$ cat src/hdl/sorted_top_k_insert_defines.svh
// Assertion macros shared by the sorted top-k list.
// Each macro takes a label, the clock, the active-low reset and a property or condition.
`ifndef SORTED_TOP_K_INSERT_DEFINES_SVH
`define SORTED_TOP_K_INSERT_DEFINES_SVH

`ifndef SYNTHESIS

// The property must hold at every clock edge outside reset.
`define STK_ASSERT(lbl, clk_s, rst_s, prop) \
	lbl: assert property (@(posedge clk_s) disable iff (!rst_s) prop) \
		else $error("sorted_top_k_insert: assertion failed");

// The condition must never be true outside reset.
`define STK_ASSERT_NEVER(lbl, clk_s, rst_s, cond_s) \
	lbl: assert property (@(posedge clk_s) disable iff (!rst_s) !(cond_s)) \
		else $error("sorted_top_k_insert: forbidden condition seen");

`else

`define STK_ASSERT(lbl, clk_s, rst_s, prop)
`define STK_ASSERT_NEVER(lbl, clk_s, rst_s, cond_s)

`endif

`endif

$ cat src/hdl/stk_pkg.sv
`timescale 1ns / 1ps

package stk_pkg;

	// list depth and field widths
	localparam int MAX_KEPT   = 16;
	localparam int DATA_W     = 32;
	localparam int KEEP_W     = 5;
	localparam int APB_ADDR_W = 3;
	localparam int APB_DATA_W = 32;
	localparam int REG_IDX_W  = APB_ADDR_W - 2;

	// register indexes
	localparam logic [REG_IDX_W-1:0] REG_KEEP_COUNT = '0;

	localparam logic [KEEP_W-1:0] KEEP_COUNT_RESET = KEEP_W'(16);

	// one kept (distance, index) pair
	typedef struct packed {
		logic [DATA_W-1:0] distance;
		logic [DATA_W-1:0] idx;
	} entry_t;

	// controls broadcast to every cell of the chain
	typedef struct packed {
		logic   ins;
		logic   shift;
		entry_t cand;
	} ctl_t;

endpackage

$ cat src/hdl/stk_if.sv
`timescale 1ns / 1ps

// candidate pair channel
interface stk_cand_if import stk_pkg::*; ();
	logic              valid;
	logic              ready;
	logic [DATA_W-1:0] new_index;
	logic [DATA_W-1:0] new_distance;
	logic              end_of_set;

	modport source (output valid, new_index, new_distance, end_of_set, input ready);
	modport sink (input valid, new_index, new_distance, end_of_set, output ready);
endinterface

// sorted readout channel
interface stk_result_if import stk_pkg::*; ();
	logic              valid;
	logic              ready;
	logic [DATA_W-1:0] out_index;
	logic [DATA_W-1:0] out_distance;
	logic              last_of_list;

	modport source (output valid, out_index, out_distance, last_of_list, input ready);
	modport sink (input valid, out_index, out_distance, last_of_list, output ready);
endinterface

$ cat src/hdl/stk_cell.sv
`timescale 1ns / 1ps

// One slot of the sorted list. On an insert the slot loads the candidate,
// takes its lower neighbor's entry, or holds. On readout it takes the upper
// neighbor's entry so the list drains through slot zero.
module stk_cell import stk_pkg::*; (
	input  logic   clk,
	input  logic   arst_n,
	input  ctl_t   ctl,
	input  logic   in_lim,
	input  logic   below_cond,
	input  logic   below_ev,
	input  entry_t below_ent,
	input  logic   above_valid,
	input  entry_t above_ent,
	output logic   cond,
	output logic   ev,
	output logic   valid,
	output entry_t ent
);

	logic   valid_q;
	entry_t ent_q;

	// slot counts only below the current limit
	assign ev = valid_q && in_lim;

	// candidate goes at or below this slot
	assign cond = !ev || (ent_q.distance > ctl.cand.distance);

	assign valid = valid_q;
	assign ent   = ent_q;

	// occupancy: grow by one up to the limit, or shift down on readout
	always_ff @(posedge clk or negedge arst_n) begin
		if (!arst_n) begin
			valid_q <= 1'b0;
		end else if (ctl.ins) begin
			valid_q <= in_lim && (ev || below_ev);
		end else if (ctl.shift) begin
			valid_q <= above_valid;
		end
	end

	// payload: load candidate, shift up, or shift down
	always_ff @(posedge clk) begin
		if (ctl.ins) begin
			if (cond && !below_cond) begin
				ent_q <= ctl.cand;
			end else if (below_cond) begin
				ent_q <= below_ent;
			end
		end else if (ctl.shift) begin
			ent_q <= above_ent;
		end
	end

endmodule

$ cat src/hdl/stk_cfg.sv
`timescale 1ns / 1ps

// APB register file: keep_count and the per-slot limit mask derived from it.
module stk_cfg import stk_pkg::*; (
	input  logic                  clk,
	input  logic                  arst_n,
	input  logic                  psel,
	input  logic                  penable,
	input  logic                  pwrite,
	input  logic [APB_ADDR_W-1:0] paddr,
	input  logic [APB_DATA_W-1:0] pwdata,
	output logic [APB_DATA_W-1:0] prdata,
	output logic                  pready,
	output logic [MAX_KEPT-1:0]   lim_mask
);

	logic [KEEP_W-1:0]    keep_count_q;
	logic [REG_IDX_W-1:0] reg_idx;
	logic                 wr_en;

	assign pready  = 1'b1;
	assign reg_idx = paddr[APB_ADDR_W-1:2];
	assign wr_en   = psel && penable && pwrite;

	// write keep_count on the access cycle
	always_ff @(posedge clk or negedge arst_n) begin
		if (!arst_n) begin
			keep_count_q <= KEEP_COUNT_RESET;
		end else if (wr_en && (reg_idx == REG_KEEP_COUNT)) begin
			keep_count_q <= pwdata[KEEP_W-1:0];
		end
	end

	// read back
	always_comb begin
		prdata = '0;
		if (reg_idx == REG_KEEP_COUNT) begin
			prdata = APB_DATA_W'(keep_count_q);
		end
	end

	// slot i is in use when i < keep_count; slot zero is always in use
	for (genvar g = 0; g < MAX_KEPT; g++) begin : g_mask
		assign lim_mask[g] = (g == 0) || (32'(keep_count_q) > 32'(g));
	end

endmodule

$ cat src/hdl/sorted_top_k_insert.sv
`timescale 1ns / 1ps
// Sorted top-k list.
// Channel cand takes (new_index, new_distance, end_of_set) pairs. Each
// transfer is inserted into a chain of compare-and-shift slots kept in
// ascending distance order; ties keep arrival order, and entries beyond
// keep_count fall off the top. With no readout pending the block accepts
// one pair per cycle.
// A pair with end_of_set high is inserted, then the list drains through
// channel result, lowest distance first, starting the next cycle. Each
// result transfer shifts the chain down by one slot; last_of_list marks the
// final entry. cand.ready is low for the whole readout. A stall on result
// simply holds the chain and the offered entry.
// keep_count is written over APB at byte address 0 (reset value 16, 0 acts
// as 1, values above the depth act as the depth). The user must write it
// only while the block is idle; the block itself does not enforce this.
// Reset empties the list at once; there is no clearing pass.
`include "sorted_top_k_insert_defines.svh"

module sorted_top_k_insert import stk_pkg::*; (
	input  logic                  clk,
	input  logic                  arst_n,
	stk_cand_if.sink              cand,
	stk_result_if.source          result,
	input  logic                  psel,
	input  logic                  penable,
	input  logic                  pwrite,
	input  logic [APB_ADDR_W-1:0] paddr,
	input  logic [APB_DATA_W-1:0] pwdata,
	output logic [APB_DATA_W-1:0] prdata,
	output logic                  pready
);

	logic [MAX_KEPT-1:0] lim_mask;
	logic [MAX_KEPT-1:0] cond_vec;
	logic [MAX_KEPT-1:0] ev_vec;
	logic [MAX_KEPT-1:0] valid_vec;
	logic [MAX_KEPT-1:0] below_cond;
	logic [MAX_KEPT-1:0] below_ev;
	logic [MAX_KEPT-1:0] above_valid;
	entry_t              ent_vec   [MAX_KEPT];
	entry_t              below_ent [MAX_KEPT];
	entry_t              above_ent [MAX_KEPT];
	ctl_t                ctl;
	logic                drain_q;

	stk_cfg u_cfg (
		.clk      (clk),
		.arst_n   (arst_n),
		.psel     (psel),
		.penable  (penable),
		.pwrite   (pwrite),
		.paddr    (paddr),
		.pwdata   (pwdata),
		.prdata   (prdata),
		.pready   (pready),
		.lim_mask (lim_mask)
	);

	// broadcast controls
	assign cand.ready         = !drain_q;
	assign ctl.ins            = cand.valid && cand.ready;
	assign ctl.shift          = result.valid && result.ready;
	assign ctl.cand.distance  = cand.new_distance;
	assign ctl.cand.idx       = cand.new_index;

	// neighbor wiring: slot zero sees an always-full, never-greater floor
	for (genvar g = 0; g < MAX_KEPT; g++) begin : g_chain
		if (g == 0) begin : g_bot
			assign below_cond[g] = 1'b0;
			assign below_ev[g]   = 1'b1;
			assign below_ent[g]  = ctl.cand;
		end else begin : g_mid
			assign below_cond[g] = cond_vec[g-1];
			assign below_ev[g]   = ev_vec[g-1];
			assign below_ent[g]  = ent_vec[g-1];
		end
		if (g == MAX_KEPT - 1) begin : g_top
			assign above_valid[g] = 1'b0;
			assign above_ent[g]   = ent_vec[g];
		end else begin : g_low
			assign above_valid[g] = valid_vec[g+1];
			assign above_ent[g]   = ent_vec[g+1];
		end

		stk_cell u_cell (
			.clk         (clk),
			.arst_n      (arst_n),
			.ctl         (ctl),
			.in_lim      (lim_mask[g]),
			.below_cond  (below_cond[g]),
			.below_ev    (below_ev[g]),
			.below_ent   (below_ent[g]),
			.above_valid (above_valid[g]),
			.above_ent   (above_ent[g]),
			.cond        (cond_vec[g]),
			.ev          (ev_vec[g]),
			.valid       (valid_vec[g]),
			.ent         (ent_vec[g])
		);
	end

	// readout flag: set by an end-of-set transfer, drop after the last entry
	always_ff @(posedge clk or negedge arst_n) begin
		if (!arst_n) begin
			drain_q <= 1'b0;
		end else if (ctl.ins && cand.end_of_set) begin
			drain_q <= 1'b1;
		end else if (ctl.shift && !above_valid[0]) begin
			drain_q <= 1'b0;
		end
	end

	// result comes straight from slot zero
	assign result.valid        = drain_q;
	assign result.out_index    = ent_vec[0].idx;
	assign result.out_distance = ent_vec[0].distance;
	assign result.last_of_list = !above_valid[0];

	// checks
	`STK_ASSERT(a_drain_has_head, clk, arst_n, drain_q |-> valid_vec[0])
	`STK_ASSERT_NEVER(a_valid_prefix, clk, arst_n,
		((valid_vec + MAX_KEPT'(1)) & valid_vec) != '0)
	`STK_ASSERT(a_eos_starts_drain, clk, arst_n,
		(cand.valid && cand.ready && cand.end_of_set) |=> (drain_q && valid_vec[0]))
	`STK_ASSERT(a_last_ends_drain, clk, arst_n,
		(result.valid && result.ready && result.last_of_list) |=> (!drain_q && valid_vec == '0))

endmodule
$ cat src/flat_wrapper.sv
// flat-port wrapper written by rule: the top's interface ports become plain ports
module sorted_top_k_insert_flat import stk_pkg::*;
  (clk, arst_n, psel, penable, pwrite, paddr, pwdata, prdata, pready, cand_valid, cand_new_index, cand_new_distance, cand_end_of_set, cand_ready, result_valid, result_out_index, result_out_distance, result_last_of_list, result_ready);
  stk_cand_if cand_i ();
  stk_result_if result_i ();
  input  logic clk;
  input  logic arst_n;
  input  logic psel;
  input  logic penable;
  input  logic pwrite;
  input  logic [APB_ADDR_W-1:0] paddr;
  input  logic [APB_DATA_W-1:0] pwdata;
  output logic [APB_DATA_W-1:0] prdata;
  output logic pready;
  input wire logic [$bits(cand_i.valid)-1:0] cand_valid;
  input wire logic [$bits(cand_i.new_index)-1:0] cand_new_index;
  input wire logic [$bits(cand_i.new_distance)-1:0] cand_new_distance;
  input wire logic [$bits(cand_i.end_of_set)-1:0] cand_end_of_set;
  output wire logic [$bits(cand_i.ready)-1:0] cand_ready;
  output wire logic [$bits(result_i.valid)-1:0] result_valid;
  output wire logic [$bits(result_i.out_index)-1:0] result_out_index;
  output wire logic [$bits(result_i.out_distance)-1:0] result_out_distance;
  output wire logic [$bits(result_i.last_of_list)-1:0] result_last_of_list;
  input wire logic [$bits(result_i.ready)-1:0] result_ready;
  assign cand_i.valid = cand_valid;
  assign cand_i.new_index = cand_new_index;
  assign cand_i.new_distance = cand_new_distance;
  assign cand_i.end_of_set = cand_end_of_set;
  assign cand_ready = cand_i.ready;
  assign result_valid = result_i.valid;
  assign result_out_index = result_i.out_index;
  assign result_out_distance = result_i.out_distance;
  assign result_last_of_list = result_i.last_of_list;
  assign result_i.ready = result_ready;
  sorted_top_k_insert u_core (.clk(clk), .arst_n(arst_n), .cand(cand_i), .result(result_i), .psel(psel), .penable(penable), .pwrite(pwrite), .paddr(paddr), .pwdata(pwdata), .prdata(prdata), .pready(pready));
endmodule
$ cat config.mk
export PLATFORM = sky130hd
export DESIGN_NAME = sorted_top_k_insert_flat
export DESIGN_NICKNAME = d
export VERILOG_FILES = /design/src/hdl/stk_pkg.sv /design/src/hdl/stk_if.sv /design/src/hdl/stk_cell.sv /design/src/hdl/stk_cfg.sv /design/src/hdl/sorted_top_k_insert.sv /design/src/flat_wrapper.sv
export VERILOG_INCLUDE_DIRS = /design/src /design/src/hdl
export SDC_FILE = /design/constraint.sdc
export NUM_CORES = 2
export LEC_CHECK = 0
export ABC_AREA = 1
export BUFFER_PORTS_ARGS = -buffer_cell sky130_fd_sc_hd__buf_2
export CAP_MARGIN = 0
export CORE_MARGIN = 4
export CORE_UTILIZATION = 50
export DETAILED_ROUTE_END_ITERATION = 16
export GPL_TIMING_DRIVEN = 0
export HOLD_SLACK_MARGIN = 0.03
export PLACE_DENSITY = 0.66
export SLEW_MARGIN = 25
export SYNTH_ARGS = -nofsm -noshare
export SYNTH_HDL_FRONTEND = slang
export SYNTH_HIERARCHICAL = 1
export SYNTH_SLANG_ARGS = --single-unit
$ cat constraint.sdc
create_clock -name clk -period 7.8 [get_ports clk]
set_clock_uncertainty 0.1 [all_clocks]
set_input_delay 0.39 -clock clk [delete_from_list [all_inputs] [get_ports clk]]
set_output_delay 0.39 -clock clk [all_outputs]
set_load 0.01 [all_outputs]
[Yosys cells after proc, flatten, opt, wreduce, memory -nomap -nowiden]
Cells that the tools add are included.
Storage, ports and cells
  output and inout bits: 100
  input port bits: 107
  register bits after elaboration: 1046
  word-level logic and storage cells: 328
Cells by class
  muxes and demuxes: 96
  bitwise logic cells: 1
  reductions and logical operators: 135
  magnitude comparators: 31
  equal/unequal tests: 15
Operators by type and width (count)
  64-bit 2-to-1 mux: 61
  32-bit > comparator: 16
  1-bit logical AND: 52
  3-bit != test, second input constant: 14
  5-bit by 4-bit > comparator with 1-bit output, second input constant: 8
  1-bit 2-to-1 mux: 34
  1-bit zero test: 33
  2-bit AND reduction: 16
  1-bit logical OR: 31
  5-bit by 3-bit > comparator with 1-bit output, second input constant: 4
  5-bit by 2-bit > comparator with 1-bit output, second input constant: 2
  2-bit nonzero test: 3
  5-bit by 1-bit > comparator with 1-bit output, second input constant: 1
  5-bit 2-to-1 mux: 1
  2-bit != test, second input constant: 1
  1-bit NOT: 1

[Logic depth before layout (Yosys ltp)]
  depth in word-level cells: 8
  depth in mapped cells: 22
  mapped depth without buffers: 20

[Modules after synthesis]
Netlist, hierarchy kept.
Modules (own cells, without submodules)
  stk_cell (u_core.g_chain[0].u_cell ...): area each 4994.8 µm², cells an instance 676, times used 15, seq. area each 1946.9 µm²
  stk_cell (u_core.g_chain[9].u_cell): area each 5067.4 µm², cells an instance 677, times used 1, seq. area each 1946.9 µm²
  stk_cfg: area each 599.3 µm², cells an instance 91, times used 1, seq. area each 126.4 µm²
  sorted_top_k_insert: area each 76.3 µm², cells an instance 13, times used 1, seq. area each 25.0 µm²

[Worst setup path after synthesis]
Ideal clock, no wire load.
  kind: reg2reg
  from: reg u_core.drain_q, in the netlist u_core/result.valid
  to: reg u_core.g_chain[0].u_cell.ent_q, in the netlist u_core/g_chain[0].u_cell/ent[0], enable pin
  setup time: 418 ps
  buffers on the path: 0
  cell stages (with the launch flop): 5
  period minus slack after synthesis: 4336 ps
  required time: 7282 ps
  data arrival time: 3818 ps
  slack: 3464 ps
  cell sequence: dfrtp_1 nor2_1 or2_2 o21ai_0 inv_1
RTL lines
  start: declaration: line sorted_top_k_insert.sv:44  | logic drain_q;
  start signal: assignment: line sorted_top_k_insert.sv:105  | drain_q <= 1'b0;
  start signal: assignment: line sorted_top_k_insert.sv:107  | drain_q <= 1'b1;
  start signal: assignment: line sorted_top_k_insert.sv:109  | drain_q <= 1'b0;
  end signal: assignment: line stk_cell.sv:49  | ent_q <= ctl.cand;
  end signal: assignment: line stk_cell.sv:51  | ent_q <= below_ent;
  end signal: assignment: line stk_cell.sv:54  | ent_q <= above_ent;
  end: declaration: line stk_cell.sv:23  | entry_t ent_q;

[Final worst setup path]
  from: reg u_core.g_chain[9].u_cell.ent_q, in the netlist u_core/g_chain[9].u_cell/ent[55]
  to: reg u_core.g_chain[10].u_cell.ent_q, in the netlist u_core/g_chain[10].u_cell/ent[21], enable pin
On the way
  word-level cells in the longest chain between the ends: 6
Ends and longest elaborated chain
  start: declaration: line stk_cell.sv:23
  start signal: assignment: line stk_cell.sv:49
  start signal: assignment: line stk_cell.sv:51
  start signal: assignment: line stk_cell.sv:54
  32-bit > comparator *: line stk_cell.sv:29  | assign cond = !ev || (ent_q.distance > ctl.cand.distance);
  1-bit logical OR *: line stk_cell.sv:29
  net u_core.below_cond[10]: line sorted_top_k_insert.sv:37  | logic [MAX_KEPT-1:0] below_cond;
  1-bit zero test: line stk_cell.sv:48  | if (cond && !below_cond) begin
  1-bit logical AND: line stk_cell.sv:48
  3-bit != test (no line) *
  2-bit AND reduction (no line) *
  end signal: assignment: line stk_cell.sv:49
  end signal: assignment: line stk_cell.sv:51
  end signal: assignment: line stk_cell.sv:54
  end: declaration: line stk_cell.sv:23
Mark *: on every way through the listed nets, which the timed path passes. The rest lies on a longest branch.
A chain may end at the register's enable or synchronous reset.

==> impl_results.md <==
- Post-synth EDFFs: 1024
- Port-buffer cells: 149
- Critical path fanouts, max: 33
- Number of buffers created by CTS: 118
- Routability Congestion: approximately 0.93
- Clock network latency to the later pin of the worst-skew pair: approximately 730 ps
- Final min period: around 4000 ps
- Most frequent CP cell: sky130_fd_sc_hd__nand2_1
- Area leader, netlist: sky130_fd_sc_hd__edfxtp_1
- TritonCTS clock tree: done
- Clk buf depth: 3
- Topmost layer with routed signal wires: met4
- Reg-to-reg setup timing slack: about 3800 ps
- Post-detailed-route via-to-cell ratio: ~5.0
- Clock network fraction of total power: around 15%
- Number of global-route vias before repair: roughly 65000
- Hold Vio Cnt, Final: 0
- Wire length of the first global-routing pass: 344.9 mm
- Critical path capture point type: register
- Sw Share: approximately 44%
- Overflow left after global routing: 0
- Transition time at the pin with the least slew margin: around 840 ps
- Maximum number of pins on one net before global-route repair: 35
- Die area: roughly 170000 um^2
- Post-Synthesis Cells: 10920
- Detail Placement HPWL: 181.8 mm
- Highest attainable clock frequency: 0.2508 GHz
- Horiz. Die Dim: around 410 um
- Placed Instance Area: between 80000 and 90000 um^2
- Fraction of the yosys area taken by sequential cells: 38.80%
- Data required time at the worst endpoint: approximately 8000 ps
- Most frequent standard cell in the layout excluding fill and tap cells: sky130_fd_sc_hd__nand2_1
- Area share of the leading cell type in the synthesized netlist: around two fifths
- Max_cap viols: 0
- Sum Neg Setup Slack: 0 ps
- Wirelength, routed: 221.4 mm
- Initial standard-cell utilization of the core: about half
- Post-Route Hold Slack: ~170 ps
- Overall track demand over capacity in global routing: between 20 and 30%
- Critical path type: reg2reg
- Number of antenna violations at the first check in global routing: 1
- Arrival time at the worst endpoint: 4370 ps
- Area grow syn2layout: 9.662%
- Flip-flop and latch area: 31300 um^2
- Core region area: between 150000 and 200000 um^2
- Antenna viol nets, final: 0
- H-tree depth: 3
- Leading cell types in the layout, fill and taps excluded: sky130_fd_sc_hd__nand2_1 (3767), sky130_fd_sc_hd__inv_1 (2250), sky130_fd_sc_hd__nand3_1 (1598), sky130_fd_sc_hd__edfxtp_1 (1024), sky130_fd_sc_hd__ha_1 (512)
- Met2 routed wirelength: approximately 100 mm
- Leakage Power: between 40 and 50 nW
- Setup repair after global routing missed its margin: false
- Crit path buffers/inverters: 5
- Drt first-iter violations: approximately 6100
- Avg Synthesized Cell Area: between 7 and 8 um^2
- Die height: between 400 and 500 um
- Count of unique library cells instantiated by Yosys: 30
- Portion of total power attributed to sequential cells: approximately 36%
- Final Max Slew Viols: 0
- Clock net sink count: around 1000
- Final setup vio count: 0
- Share of layout cells above drive strength 1: 11.52%
- Sequence of cells on the critical path: ha_1 > nand2_1 > nor2_2 > nand4_1 > nor2_2 > nand4_1 > nand2_1 > nand2_4 > buf_2 > inv_1 > buf_2 > nand2_1 > o21ai_0 > inv_4 > buf_12
- Worst vdd ir: between 0.2 and 0.25 mV
- Startpoint class of the critical path: register
- Commonest register cell after synthesis: sky130_fd_sc_hd__edfxtp_1
- Wirelength per Cell: between 15 and 20 um
- Area of the multi-input gates: roughly 37000 um^2
- Total power: approximately 36 mW
- Post-route DRC violation count: 0
- Nets: 11870
- Post-CTS clock slew at the launch and capture registers of the worst setup and hold paths: approximately 60 ps
- Share of the cycle needed by the critical path after routing: between 50% and 60%
- Worst max-slew margin expressed relative to the limit: between 40 and 50%
- Cell Area, Synth: 80660 um^2
- Fraction of registers with async set/reset: approximately 2.1%
- Top cells by area in the synthesized netlist: sky130_fd_sc_hd__edfxtp_1 (38%), sky130_fd_sc_hd__nand2_1 (18%), sky130_fd_sc_hd__inv_1 (11%)
- Switching power total: about 16 mW
- Met3 wire len: approximately 14 mm
- Clock root buffer master: sky130_fd_sc_hd__clkbuf_16
- Count of yosys warnings during synthesis: 6
- Power per cell area: slightly above 400 nW/um^2
- Wire length on met1: 99.54 mm
- Kind of path behind the tightest hold check: in2async
- Number of rows created at floorplan: about 150
- Number of top-level pins: around 210
- Combinational cell fraction of total power: between 40% and 50%
- Fillcell total: 15210
- Crit path max-delay family: simple AND/OR/NAND/NOR gates
- Iteration count of the initial detailed-routing pass: 8
- Internal cell power: 20.01 mW
- Slowest library cell on the worst path: sky130_fd_sc_hd__edfxtp_1
- Number of vias in the routed layout: approximately 68000
- Source of the worst register-to-register timing path: u_core/g_chain[9].u_cell/ent[55]
- Total of flip-flops plus latches after synthesis: between 1000 and 1500
- Final std cell area, no fill: 88460 um^2
- Highest cell delay on the worst timing path: around 420 ps
- Result of the run: finished clean
- Launch point of the worst path: u_core/g_chain[9].u_cell/ent[55]
path summary, 6_finish.rpt:
check                      cells after the start                           endpoint
max                                           15  u_core/g_chain[10].u_cell/ent[21]
min                                            2       u_core/u_cfg/keep_count_q[0]
max reg2reg                                   15  u_core/g_chain[10].u_cell/ent[21]
min reg2reg                                    2  u_core/g_chain[11].u_cell/ent[11]
max in group asynchronous                      2     u_core/g_chain[4].u_cell/valid
min in group clk                               5   u_core/g_chain[0].u_cell/ent[18]
sequential cells by signal, summed over array words and instances (netlist names):
| signal | flops |
|---|---|
| u_core/g_chain.u_cell/valid | 16 |
| u_core/result.valid | 1 |
| u_core/u_cfg/keep_count_q | 5 |
| u_core/g_chain.u_cell/ent | 1024 |
cells by family after synthesis:
group / after synthesis / share of synthesized area (%)
AO/OA/AOI/OAI: 324 / 2.134
buffers and inverters: 2861 / 15.40
adder cells (fa/ha/maj): 512 / 7.942
flip-flops: 1046 / 38.80
other: 4 / 0.01861
AND/OR/NAND/NOR: 6174 / 35.70
power groups by stage:
stage | sequential (mW) | clock (mW) | combinational [mW]
final | 13.0 | 5.29 | 17.6
after global routing | 13.3 | 5.62 | 19.9
after CTS | 12.9 | 5.41 | 17.5
after detailed placement | 13.0 | 0 | 17.4
after global placement | 13.0 | 0 | 16.6
after floorplan | 12.4 | 0 | 12.9
metrics by stage:
stage                     std cells  util, %  worst slack (ps)
final                         13510    55.15              3813
after global routing          13510    55.15              3651
after floorplan               10950        -              3464
after CTS                     13510    55.15              3871
after detailed placement      13280    52.77              3338
after global placement        13260    52.51             290.4
per-layer routing:
metal / track usage (%) / up-vias
met3: 2.928 / 409
met5: 0 / -
li1: - / 34880
met4: 11.07 / 0
met1: 34.68 / 30520
met2: 40.98 / 2397
cells in the mapped netlist, types with 15 or more instances:
| cell type | instances |
|---|---|
| sky130_fd_sc_hd__nand2_2 | 17 |
| sky130_fd_sc_hd__a21o_1 | 16 |
| sky130_fd_sc_hd__ha_1 | 512 |
| sky130_fd_sc_hd__clkinv_1 | 15 |
| sky130_fd_sc_hd__nand4_1 | 33 |
| sky130_fd_sc_hd__o21a_1 | 16 |
| sky130_fd_sc_hd__buf_12 | 65 |
| sky130_fd_sc_hd__buf_2 | 225 |
| sky130_fd_sc_hd__buf_4 | 47 |
| sky130_fd_sc_hd__o21ai_0 | 63 |
| sky130_fd_sc_hd__edfxtp_1 | 1024 |
| sky130_fd_sc_hd__buf_1 | 47 |
| sky130_fd_sc_hd__buf_8 | 15 |
| sky130_fd_sc_hd__nor2_1 | 167 |
| sky130_fd_sc_hd__nand3_1 | 1598 |
| sky130_fd_sc_hd__inv_1 | 2266 |
| sky130_fd_sc_hd__nand3_2 | 492 |
| sky130_fd_sc_hd__dfrtp_1 | 21 |
| sky130_fd_sc_hd__nand2_1 | 3767 |
| sky130_fd_sc_hd__or2_2 | 16 |
| sky130_fd_sc_hd__a21oi_1 | 208 |
| sky130_fd_sc_hd__nor2_2 | 50 |
| sky130_fd_sc_hd__nand2_4 | 33 |
| sky130_fd_sc_hd__clkbuf_1 | 175 |
| sky130_fd_sc_hd__o22ai_1 | 16 |
area by class of cell:
| type | instances | area share (%) |
|---|---|---|
| Timing Repair Buffer | 186 | 1.477 |
| Sequential cell | 1046 | 35.39 |
| Antenna cell | 1 | 0.002829 |
| Tap cell | 2160 | 3.055 |
| Buffer | 574 | 4.340 |
| Clock inverter | 58 | 0.4569 |
| Inverter | 2287 | 9.750 |
| Clock buffer | 160 | 3.646 |
| Multi-Input combinational cell | 7042 | 41.89 |
repair_timing:
item,4_1_cts,5_1_grt
hold endpoints to repair,28,0
setup buffers,0,0
hold buffers,19,0
resized for setup,0,0
(Power assumes the default switching activity.)
